--- config.mk ---
export PLATFORM = sky130hd
export DESIGN_NAME = free_channel_id_search
export DESIGN_NICKNAME = d
export VERILOG_FILES = /design/src/rtl/fcis_pkg.sv /design/src/rtl/fcis_table.sv /design/src/rtl/fcis_seq.sv /design/src/rtl/free_channel_id_search.sv
export VERILOG_INCLUDE_DIRS = /design/src /design/src/rtl
export SDC_FILE = /design/constraint.sdc
export NUM_CORES = 2
export LEC_CHECK = 0
export BUFFER_PORTS_ARGS = -buffer_cell sky130_fd_sc_hd__buf_2
export CAP_MARGIN = 20
export CORE_MARGIN = 2
export CORE_UTILIZATION = 44
export DETAILED_ROUTE_END_ITERATION = 16
export SETUP_SLACK_MARGIN = 0.15
export SLEW_MARGIN = 10
export SYNTH_ARGS = -nofsm -noshare
export SYNTH_HDL_FRONTEND = slang
export SYNTH_SLANG_ARGS = --single-unit
--- constraint.sdc ---
create_clock -name clk_i -period 11.9 [get_ports clk_i]
set_clock_uncertainty 0.15 [all_clocks]
set_input_delay 0.595 -clock clk_i [delete_from_list [all_inputs] [get_ports clk_i]]
set_output_delay 0.595 -clock clk_i [all_outputs]
set_load 0.02 [all_outputs]
--- src/rtl/free_channel_id_search_defines.svh ---
// Assertion macros for the free channel id search block.
`ifndef FREE_CHANNEL_ID_SEARCH_DEFINES_SVH
`define FREE_CHANNEL_ID_SEARCH_DEFINES_SVH

`ifndef NO_ASSERTIONS

`define FCIS_ASSERT_CLK(clk, rst_n, lbl, prop, msg) \
  lbl: assert property (@(posedge clk) disable iff (!rst_n) prop) else $error(msg);

`define FCIS_ASSERT(lbl, prop, msg) \
  `FCIS_ASSERT_CLK(clk_i, rst_ni, lbl, prop, msg)

`else

`define FCIS_ASSERT_CLK(clk, rst_n, lbl, prop, msg)

`define FCIS_ASSERT(lbl, prop, msg)

`endif

`endif

--- src/rtl/fcis_pkg.sv ---
package fcis_pkg;

  localparam int unsigned TABLE_ENTRIES_DEF      = 64;
  localparam int unsigned FIRST_FREE_CHANNEL_DEF = 32;
  localparam int unsigned MAX_PATH_BITS_DEF      = 12;
  localparam int unsigned MAX_CHANNEL_BITS_DEF   = 16;

  localparam int unsigned SLOT_W      = 6;
  localparam int unsigned PATH_W      = 12;
  localparam int unsigned CHAN_W      = 16;
  // cursor and limit widths cover id spaces up to 16 bits
  localparam int unsigned CUR_W       = 16;
  localparam int unsigned LIM_W       = 17;
  localparam int unsigned BITS_W      = 5;
  localparam int unsigned PBITS_W     = 4;
  localparam int unsigned CFG_DW      = 5;
  localparam int unsigned CFG_IW      = 1;
  localparam int unsigned IN_TDATA_W  = 40;
  localparam int unsigned OUT_TDATA_W = 32;

  localparam logic [PBITS_W-1:0] PATH_BITS_RST = 4'd8;
  localparam logic [BITS_W-1:0]  CHAN_BITS_RST = 5'd16;

  typedef enum logic {
    OP_WRITE = 1'b0,
    OP_FIND  = 1'b1
  } op_e;

  typedef enum logic [CFG_IW-1:0] {
    REG_PATH_BITS = 1'b0,
    REG_CHAN_BITS = 1'b1
  } cfg_reg_e;

  typedef struct packed {
    op_e               opcode;
    logic [SLOT_W-1:0] slot;
    logic              entry_valid;
    logic [PATH_W-1:0] path_id;
    logic [CHAN_W-1:0] channel_id;
    logic              path_any;
    logic              channel_any;
    logic              tx_active;
    logic              rx_active;
  } item_t;

  typedef struct packed {
    logic              en;
    logic [SLOT_W-1:0] slot;
    logic              valid;
    logic [PATH_W-1:0] path;
    logic [CHAN_W-1:0] chan;
    logic              tx;
    logic              rx;
  } wr_t;

  typedef struct packed {
    logic [CUR_W-1:0] p;
    logic [CUR_W-1:0] c;
    logic             tx;
    logic             rx;
  } cand_t;

endpackage

--- src/rtl/fcis_table.sv ---
module fcis_table #(
  parameter int unsigned TABLE_ENTRIES = fcis_pkg::TABLE_ENTRIES_DEF
) (
  input  logic            clk_i,
  input  logic            rst_ni,
  input  fcis_pkg::wr_t   wr_i,
  input  fcis_pkg::cand_t cand_i,
  output logic            busy_o
);

  logic [TABLE_ENTRIES-1:0]       valid_q;
  logic [fcis_pkg::PATH_W-1:0]    path_q [TABLE_ENTRIES];
  logic [fcis_pkg::CHAN_W-1:0]    chan_q [TABLE_ENTRIES];
  logic [TABLE_ENTRIES-1:0]       tx_q;
  logic [TABLE_ENTRIES-1:0]       rx_q;
  logic [TABLE_ENTRIES-1:0]       we;
  logic [TABLE_ENTRIES-1:0]       hit_d;
  logic [TABLE_ENTRIES-1:0]       hit_q;

  // every row compares against the candidate at once
  always_comb begin
    for (int i = 0; i < TABLE_ENTRIES; i++) begin
      we[i]    = wr_i.en && (32'(wr_i.slot) == 32'(i));
      hit_d[i] = valid_q[i]
               && (fcis_pkg::CUR_W'(path_q[i]) == cand_i.p)
               && (fcis_pkg::CUR_W'(chan_q[i]) == cand_i.c)
               && ((tx_q[i] && cand_i.tx) || (rx_q[i] && cand_i.rx));
    end
  end

  always_ff @(posedge clk_i or negedge rst_ni) begin
    if (!rst_ni) begin
      valid_q <= '0;
    end else begin
      for (int i = 0; i < TABLE_ENTRIES; i++) begin
        if (we[i]) begin
          valid_q[i] <= wr_i.valid;
        end
      end
    end
  end

  always_ff @(posedge clk_i) begin
    for (int i = 0; i < TABLE_ENTRIES; i++) begin
      if (we[i]) begin
        path_q[i] <= wr_i.path;
        chan_q[i] <= wr_i.chan;
        tx_q[i]   <= wr_i.tx;
        rx_q[i]   <= wr_i.rx;
      end
    end
    hit_q <= hit_d;
  end

  assign busy_o = |hit_q;

endmodule

--- src/rtl/fcis_seq.sv ---
`include "free_channel_id_search_defines.svh"

module fcis_seq #(
  parameter int unsigned FIRST_FREE_CHANNEL = fcis_pkg::FIRST_FREE_CHANNEL_DEF,
  parameter int unsigned MAX_PATH_BITS      = fcis_pkg::MAX_PATH_BITS_DEF,
  parameter int unsigned MAX_CHANNEL_BITS   = fcis_pkg::MAX_CHANNEL_BITS_DEF
) (
  input  logic                        clk_i,
  input  logic                        rst_ni,
  input  logic                        cfg_we_i,
  input  logic [fcis_pkg::CFG_IW-1:0] cfg_idx_i,
  input  logic [fcis_pkg::CFG_DW-1:0] cfg_wdata_i,
  input  logic                        in_valid_i,
  output logic                        in_ready_o,
  input  fcis_pkg::item_t             item_i,
  output fcis_pkg::cand_t             cand_o,
  input  logic                        busy_i,
  output logic                        out_valid_o,
  input  logic                        out_ready_i,
  output logic                        out_status_o,
  output logic [fcis_pkg::PATH_W-1:0] out_path_o,
  output logic [fcis_pkg::CHAN_W-1:0] out_chan_o
);

  localparam int unsigned CW = fcis_pkg::CUR_W;
  localparam int unsigned LW = fcis_pkg::LIM_W;
  localparam int unsigned BW = fcis_pkg::BITS_W;
  localparam logic [CW-1:0] FFC = CW'(FIRST_FREE_CHANNEL);

  typedef enum logic [2:0] {
    S_IDLE = 3'b001,
    S_CMP  = 3'b010,
    S_EVAL = 3'b100
  } state_e;

  state_e                         state_q, state_d;
  fcis_pkg::cand_t                cand_q, cand_d;
  logic [CW-1:0]                  start_p_q, start_p_d;
  logic [CW-1:0]                  start_c_q, start_c_d;
  logic                           pany_q, pany_d;
  logic                           cany_q, cany_d;
  logic                           chk_q, chk_d;
  logic [CW-1:0]                  cur_p_q, cur_p_d;
  logic [CW-1:0]                  cur_c_q, cur_c_d;
  logic                           out_valid_q, out_valid_d;
  logic                           out_status_q, out_status_d;
  logic [fcis_pkg::PATH_W-1:0]    out_p_q, out_p_d;
  logic [fcis_pkg::CHAN_W-1:0]    out_c_q, out_c_d;
  logic [fcis_pkg::PBITS_W-1:0]   path_bits_q;
  logic [BW-1:0]                  chan_bits_q;

  logic [BW-1:0] pb, cb;
  logic [LW-1:0] plim, clim;
  logic [CW-1:0] p0, c0, p_next, c_next;
  logic [LW-1:0] p_inc, c_inc;
  logic          p_step, wrap, done, out_free;

  always_ff @(posedge clk_i or negedge rst_ni) begin
    if (!rst_ni) begin
      path_bits_q <= fcis_pkg::PATH_BITS_RST;
      chan_bits_q <= fcis_pkg::CHAN_BITS_RST;
    end else if (cfg_we_i) begin
      unique case (fcis_pkg::cfg_reg_e'(cfg_idx_i))
        fcis_pkg::REG_PATH_BITS: path_bits_q <= cfg_wdata_i[fcis_pkg::PBITS_W-1:0];
        fcis_pkg::REG_CHAN_BITS: chan_bits_q <= cfg_wdata_i[BW-1:0];
      endcase
    end
  end

  always_comb begin
    pb   = ({1'b0, path_bits_q} > BW'(MAX_PATH_BITS)) ? BW'(MAX_PATH_BITS)
                                                      : {1'b0, path_bits_q};
    cb   = (chan_bits_q > BW'(MAX_CHANNEL_BITS)) ? BW'(MAX_CHANNEL_BITS) : chan_bits_q;
    plim = LW'(1) << pb;
    clim = LW'(1) << cb;

    // first candidate
    if (!item_i.path_any) begin
      p0 = CW'(item_i.path_id);
    end else if (LW'(cur_p_q) >= plim) begin
      p0 = '0;
    end else begin
      p0 = cur_p_q;
    end
    if (!item_i.channel_any) begin
      c0 = CW'(item_i.channel_id);
    end else if ((cur_c_q < FFC) || (LW'(cur_c_q) >= clim)) begin
      c0 = FFC;
    end else begin
      c0 = cur_c_q;
    end

    // candidate step
    c_inc  = LW'(cand_q.c) + LW'(1);
    if (cany_q) begin
      c_next = (c_inc >= clim) ? FFC : c_inc[CW-1:0];
    end else begin
      c_next = cand_q.c;
    end
    p_step = pany_q && ((c_next == FFC) || !cany_q);
    p_inc  = LW'(cand_q.p) + LW'(1);
    if (p_step) begin
      p_next = (p_inc >= plim) ? '0 : p_inc[CW-1:0];
    end else begin
      p_next = cand_q.p;
    end
    wrap     = (p_next == start_p_q) && (c_next == start_c_q);
    done     = chk_q || !busy_i || wrap;
    out_free = !out_valid_q || out_ready_i;
  end

  always_comb begin
    state_d      = state_q;
    cand_d       = cand_q;
    start_p_d    = start_p_q;
    start_c_d    = start_c_q;
    pany_d       = pany_q;
    cany_d       = cany_q;
    chk_d        = chk_q;
    cur_p_d      = cur_p_q;
    cur_c_d      = cur_c_q;
    out_valid_d  = out_valid_q;
    out_status_d = out_status_q;
    out_p_d      = out_p_q;
    out_c_d      = out_c_q;

    if (out_valid_q && out_ready_i) begin
      out_valid_d = 1'b0;
    end

    unique case (state_q)
      S_IDLE: begin
        if (in_valid_i && (item_i.opcode == fcis_pkg::OP_FIND)) begin
          cand_d.p  = p0;
          cand_d.c  = c0;
          cand_d.tx = item_i.tx_active;
          cand_d.rx = item_i.rx_active;
          start_p_d = p0;
          start_c_d = c0;
          pany_d    = item_i.path_any;
          cany_d    = item_i.channel_any;
          chk_d     = !item_i.path_any && !item_i.channel_any;
          state_d   = S_CMP;
        end
      end
      S_CMP: begin
        state_d = S_EVAL;
      end
      S_EVAL: begin
        if (!done) begin
          cand_d.p = p_next;
          cand_d.c = c_next;
          state_d  = S_CMP;
        end else if (out_free) begin
          out_valid_d = 1'b1;
          state_d     = S_IDLE;
          if (chk_q) begin
            out_status_d = busy_i;
            out_p_d      = cand_q.p[fcis_pkg::PATH_W-1:0];
            out_c_d      = cand_q.c;
          end else if (!busy_i) begin
            out_status_d = 1'b0;
            out_p_d      = cand_q.p[fcis_pkg::PATH_W-1:0];
            out_c_d      = cand_q.c;
            cur_p_d      = cand_q.p;
            cur_c_d      = cand_q.c;
          end else begin
            // exhausted: back at the starting pair
            out_status_d = 1'b1;
            out_p_d      = p_next[fcis_pkg::PATH_W-1:0];
            out_c_d      = c_next;
            cur_p_d      = p_next;
            cur_c_d      = c_next;
          end
        end
      end
      default: begin
        state_d = S_IDLE;
      end
    endcase
  end

  always_ff @(posedge clk_i or negedge rst_ni) begin
    if (!rst_ni) begin
      state_q     <= S_IDLE;
      cur_p_q     <= '0;
      cur_c_q     <= '0;
      out_valid_q <= 1'b0;
    end else begin
      state_q     <= state_d;
      cur_p_q     <= cur_p_d;
      cur_c_q     <= cur_c_d;
      out_valid_q <= out_valid_d;
    end
  end

  always_ff @(posedge clk_i) begin
    cand_q       <= cand_d;
    start_p_q    <= start_p_d;
    start_c_q    <= start_c_d;
    pany_q       <= pany_d;
    cany_q       <= cany_d;
    chk_q        <= chk_d;
    out_status_q <= out_status_d;
    out_p_q      <= out_p_d;
    out_c_q      <= out_c_d;
  end

  assign in_ready_o   = (state_q == S_IDLE);
  assign cand_o       = cand_q;
  assign out_valid_o  = out_valid_q;
  assign out_status_o = out_status_q;
  assign out_path_o   = out_p_q;
  assign out_chan_o   = out_c_q;

  `FCIS_ASSERT(a_find_starts_scan,
    (in_valid_i && in_ready_o && (item_i.opcode == fcis_pkg::OP_FIND)) |=> (state_q == S_CMP),
    "find transfer did not start a compare")
  `FCIS_ASSERT(a_cmp_then_eval, (state_q == S_CMP) |=> (state_q == S_EVAL),
    "compare not followed by evaluate")
  `FCIS_ASSERT(a_check_keeps_cursors,
    (state_q == S_EVAL && chk_q) |=> ($stable(cur_p_q) && $stable(cur_c_q)),
    "collision check moved the cursors")
  `FCIS_ASSERT(a_free_pair_at_cursor,
    (state_q == S_EVAL && !chk_q && !busy_i && out_free) |=> (!out_status_q && out_c_q == cur_c_q),
    "free pair result does not match the cursor")

endmodule

--- src/rtl/free_channel_id_search.sv ---
// Free channel id search. Holds a table of open connections (path id, channel
// id, transmit/receive use) and answers find requests with a free path/channel
// pair or an in-use status. A write transfer updates one table slot and produces
// no result. A find transfer with both ids fixed is a collision check; otherwise
// candidates are scanned from the kept cursors, each candidate being compared
// against all table rows in parallel and then evaluated to decide and step. The
// number of candidates tried is at most the number of busy pairs on the scan
// route plus one, so at most TABLE_ENTRIES + 1 when the id space exceeds the
// table. A finished result sits in an output register; the next item is taken
// while it waits. Register 0 is path_id_bits, register 1 is channel_id_bits;
// write them only while idle.
module free_channel_id_search #(
  parameter int unsigned TABLE_ENTRIES      = fcis_pkg::TABLE_ENTRIES_DEF,
  parameter int unsigned FIRST_FREE_CHANNEL = fcis_pkg::FIRST_FREE_CHANNEL_DEF,
  parameter int unsigned MAX_PATH_BITS      = fcis_pkg::MAX_PATH_BITS_DEF,
  parameter int unsigned MAX_CHANNEL_BITS   = fcis_pkg::MAX_CHANNEL_BITS_DEF
) (
  input  logic                             clk_i,
  input  logic                             rst_ni,
  input  logic                             cfg_we_i,
  input  logic [fcis_pkg::CFG_IW-1:0]      cfg_idx_i,
  input  logic [fcis_pkg::CFG_DW-1:0]      cfg_wdata_i,
  input  logic                             s_axis_tvalid,
  output logic                             s_axis_tready,
  // slot, entry_valid, path_id, channel_id, path_any, channel_any,
  // tx_active, rx_active
  input  logic [fcis_pkg::IN_TDATA_W-1:0]  s_axis_tdata,
  // opcode
  input  logic                             s_axis_tuser,
  output logic                             m_axis_tvalid,
  input  logic                             m_axis_tready,
  // found_path, found_channel
  output logic [fcis_pkg::OUT_TDATA_W-1:0] m_axis_tdata,
  // status
  output logic                             m_axis_tuser
);

  fcis_pkg::item_t             item;
  fcis_pkg::wr_t               wr;
  fcis_pkg::cand_t             cand;
  logic                        busy;
  logic                        out_status;
  logic [fcis_pkg::PATH_W-1:0] out_path;
  logic [fcis_pkg::CHAN_W-1:0] out_chan;

  always_comb begin
    item.opcode      = fcis_pkg::op_e'(s_axis_tuser);
    item.slot        = s_axis_tdata[5:0];
    item.entry_valid = s_axis_tdata[6];
    item.path_id     = s_axis_tdata[18:7];
    item.channel_id  = s_axis_tdata[34:19];
    item.path_any    = s_axis_tdata[35];
    item.channel_any = s_axis_tdata[36];
    item.tx_active   = s_axis_tdata[37];
    item.rx_active   = s_axis_tdata[38];

    wr.en    = s_axis_tvalid && s_axis_tready && (item.opcode == fcis_pkg::OP_WRITE);
    wr.slot  = item.slot;
    wr.valid = item.entry_valid;
    wr.path  = item.path_id;
    wr.chan  = item.channel_id;
    wr.tx    = item.tx_active;
    wr.rx    = item.rx_active;
  end

  fcis_table #(
    .TABLE_ENTRIES (TABLE_ENTRIES)
  ) u_table (
    .clk_i  (clk_i),
    .rst_ni (rst_ni),
    .wr_i   (wr),
    .cand_i (cand),
    .busy_o (busy)
  );

  fcis_seq #(
    .FIRST_FREE_CHANNEL (FIRST_FREE_CHANNEL),
    .MAX_PATH_BITS      (MAX_PATH_BITS),
    .MAX_CHANNEL_BITS   (MAX_CHANNEL_BITS)
  ) u_seq (
    .clk_i        (clk_i),
    .rst_ni       (rst_ni),
    .cfg_we_i     (cfg_we_i),
    .cfg_idx_i    (cfg_idx_i),
    .cfg_wdata_i  (cfg_wdata_i),
    .in_valid_i   (s_axis_tvalid),
    .in_ready_o   (s_axis_tready),
    .item_i       (item),
    .cand_o       (cand),
    .busy_i       (busy),
    .out_valid_o  (m_axis_tvalid),
    .out_ready_i  (m_axis_tready),
    .out_status_o (out_status),
    .out_path_o   (out_path),
    .out_chan_o   (out_chan)
  );

  assign m_axis_tdata = {4'b0, out_chan, out_path};
  assign m_axis_tuser = out_status;

endmodule

==> results_dict.tcl <==
set metrics [dict create \
    status "complete, no violations" \
    grtUsageTotal_pct 29.05 \
    cts.clk_slew.worst_paths_ns 0.06 \
    rows 168 \
    nets 6442 \
    start_util_pct 44.36 \
    drive_above_1_share_pct 12.23 \
    viasPerCell 6.023 \
    multi_input_area_mm2 0.02747 \
    synthToLayoutAreaGrowth_pct 13.30 \
    synth_edf_count 2018 \
    hold_class "input port to flop" \
    ys_seq_elements 2191 \
    timing.final.crit_period_ns 8.407 \
    synth_cells 6107 \
    wl_per_cell_um 34.19 \
    finalHoldViolCount 0 \
    avgSynthCellArea_um2 15.27 \
    synthTopCellsByArea "edfxtp_1 (65%), xor2_1 (15%), dfrtp_1 (2.8%), nor4_1 (2.8%), xnor2_1 (2.0%)" \
    final_common_cell "edfxtp_1" \
    cts_max_level 4 \
    setup_viol 0 \
    ant_nets 0 \
    post_cts_resized 0 \
    gp_congestion 0.8924 \
    worstSetupPathType "flop to flop" \
    internal-power_mw 12.90 \
    synth_cell_types 83 \
    die_w_um 464.3 \
    async_flop_share_pct 4.975 \
    end_kind "flop" \
    comb_power_share_pct 7.1 \
    clock_power_share_pct 42.3 \
    fill_cells 17691 \
    drc 0 \
    p_seq_share_pct 50.6 \
    arrival_ns 8.78 \
    switching_share_pct 23.68 \
    totalWireLength_um 319300 \
    vdd_ir_drop_max_mv 0.1772 \
    grt_pass1_vias 53040 \
    final_area_mm2 0.1056 \
    first_iter_violations 8210 \
    max_cap_viol_count 0 \
    maxSlewViolCount 0 \
    synth_seq_area_share_pct 69.29 \
    cts_sinks 2191 \
    clk_latency_ns 0.89 \
    synth_top_area_cell "edfxtp_1" \
    grt_first_pass_wirelength_um 435900 \
    dieArea_mm2 0.2156 \
    fin_crit_sh_pct 70.65 \
    mostFrequentLayoutCells "edfxtp_1 (2018), xor2_1 (1609), nor4_1 (407)" \
    startpoint_type "flop" \
    fmax_ghz 0.1190 \
    die-height_um 464.3 \
    regArea_mm2 0.06461 \
    dr.pass1.iters 5 \
    clockBufferDepth 3 \
    grt.overflow.total 0 \
    cellPowerDensity_mw_per_mm2 160.0 \
    synth_ff_type "edfxtp_1" \
    yosys_warnings 0 \
    grt_start_max_net_pins 74 \
    critPathRequiredTime_ns 12.28 \
    vias 56255 \
    mappedNetlistArea_mm2 0.09324 \
    cts_root_buf "clkbuf_16" \
    ios 87 \
    synth_top_area_share_pct 64.99 \
    cts_inserted_buffers 222 \
    leakage_nw 36.16 \
    switching_power_mw 4.005 \
    rsz0062_at_grt "false" \
    tns_ns 0 \
    slew_headroom_pct 18.00 \
    cts_tree "built" \
    antenna_found_initial 34 \
    io_buffer_count 81 \
    dp_hpwl_um 162900 \
    worstMarginPinSlew_ns 1.219 \
    place_area_mm2 0.09799 \
    core_area_mm2 0.2102 \
    crit_fanout 33 \
]
[flip-flops by register name, indices dropped and copies added, names as in the netlist, 34 cells and up]
name             flops
u_seq.cand_o        34
u_table.chan_q    1024
u_table.hit_q       64
u_table.path_q     768
u_table.rx_q        64
u_table.tx_q        64
u_table.valid_q     64
[critical path, cell delays in order (launching register included)]
cell	delay (ns)
edfxtp_1	0.32
buf_4	0.57
buf_12	0.42
nand4_1	0.17
nor4_1	0.28
xor2_1	0.59
ha_1	0.29
nand4_1	0.16
nor4_1	0.62
o21ai_0	0.36
nand2_1	0.48
o31ai_2	0.21
nor2_1	0.83
mux2_2	0.38
o2111ai_1	0.11
or4_4	0.45
nor4_4	0.31
buf_4	0.47
nor2_1	0.16
a21o_1	0.21
buf_4	0.30
[layout make-up]
| type | count | area share, % |
|---|---|---|
| multi-input combinational | 3559 | 26.00 |
| clock buffer | 322 | 5.980 |
| antenna | 10 | 0.02369 |
| inverter | 49 | 0.1741 |
| timing repair buffer | 300 | 2.240 |
| clock inverter | 104 | 1.105 |
| sequential | 2191 | 61.16 |
| tap | 2805 | 3.322 |
[power by group through the flow]
stage / clock, mW / combinational, mW / sequential (mW)
2_1_floorplan: 0 / 0.577 / 8.67
3_3_place_gp: 0 / 1.17 / 8.71
3_5_place_dp: 0 / 1.18 / 8.71
4_1_cts: 7.21 / 1.19 / 8.55
5_1_grt: 7.49 / 1.25 / 8.55
6_report: 7.15 / 1.20 / 8.55
[worst paths after layout]
kind                       cells past startpoint               endpoint  slack, ns           startpoint
setup / recovery                              20       u_seq.cand_o[16]       3.49     u_seq.cand_o[15]
hold / removal                                 1  u_table.path_q[1][22]       0.07     s_axis_tdata[17]
setup reg to reg                              20       u_seq.cand_o[16]       3.49     u_seq.cand_o[15]
hold reg to reg                                1    u_table.valid_q[46]       0.36  u_table.valid_q[46]
max in group asynchronous                      3    u_table.valid_q[30]       9.63               rst_ni
min in group asynchronous                      2       u_seq.cur_p_q[8]       0.30               rst_ni
[routing by layer]
metal / part of all wire (%) / GRT usage, % / up-vias
met4: 2.7 / 7.669 / 6
li1: - / - / 23069
met1: 42 / 41.73 / 29488
met3: 9.2 / 4.187 / 480
met5: 0.013 / 0 / -
met2: 47 / 46.36 / 3212
[synth_stat cells, types with 13 or more instances]
| master | instances |
|---|---|
| buf_1 | 115 |
| a31oi_1 | 36 |
| mux2_2 | 73 |
| edfxtp_1 | 2018 |
| nand4_1 | 211 |
| a21o_1 | 22 |
| a21oi_1 | 31 |
| nor3_1 | 81 |
| nor4_1 | 410 |
| xnor2_1 | 216 |
| ha_1 | 67 |
| o2bb2ai_1 | 14 |
| dfrtp_1 | 106 |
| nor2_1 | 202 |
| nand3_1 | 36 |
| dfxtp_1 | 64 |
| xor2_1 | 1609 |
| o22a_1 | 28 |
| inv_1 | 48 |
| buf_2 | 18 |
| a22o_1 | 32 |
| a211oi_1 | 14 |
| a22oi_1 | 73 |
| nand2_1 | 115 |
| nor2b_1 | 43 |
| o21ai_0 | 64 |
| clkbuf_1 | 175 |
| nand2b_1 | 13 |
[metrics by stage]
step                      power [mW]  utilization, %  instances  hold slack (ns)  setup slack [ns]
after global routing           17.30           50.25       9333          0.03861             3.261
after detailed placement       9.888           46.62       8889           0.3450             3.772
final                          16.91           50.26       9340          0.06650             3.493
after CTS                      16.95           50.25       9329          0.03175             3.752
after floorplan                9.250               -       6115           0.1494             5.094
after global placement         9.879           46.62       8888           0.3389             3.734
[cells by family (layout without fill, tap and decap cells)]
| kind of cell | count (synthesis) | in the layout | synth area share [%] |
|---|---|---|---|
| adder cells (fa/ha/maj) | 67 | 67 | 0.8990 |
| multiplexers | 83 | 83 | 0.9943 |
| buffers and inverters | 365 | 775 | 1.530 |
| XOR/XNOR | 1825 | 1825 | 17.14 |
| AND/OR/NAND/NOR | 1174 | 1174 | 6.990 |
| flip-flops | 2191 | 2191 | 69.29 |
| other | 2 | 20 | 0.008054 |
| AO/OA/AOI/OAI | 400 | 400 | 3.145 |
[repair_timing]
action / CTS / global route
hold buffers: 14 / 0
buffers inserted: 0 / 0
endpoints found under the hold margin: 103 / 0
No activity file was read; power rests on OpenSTA's default activity.
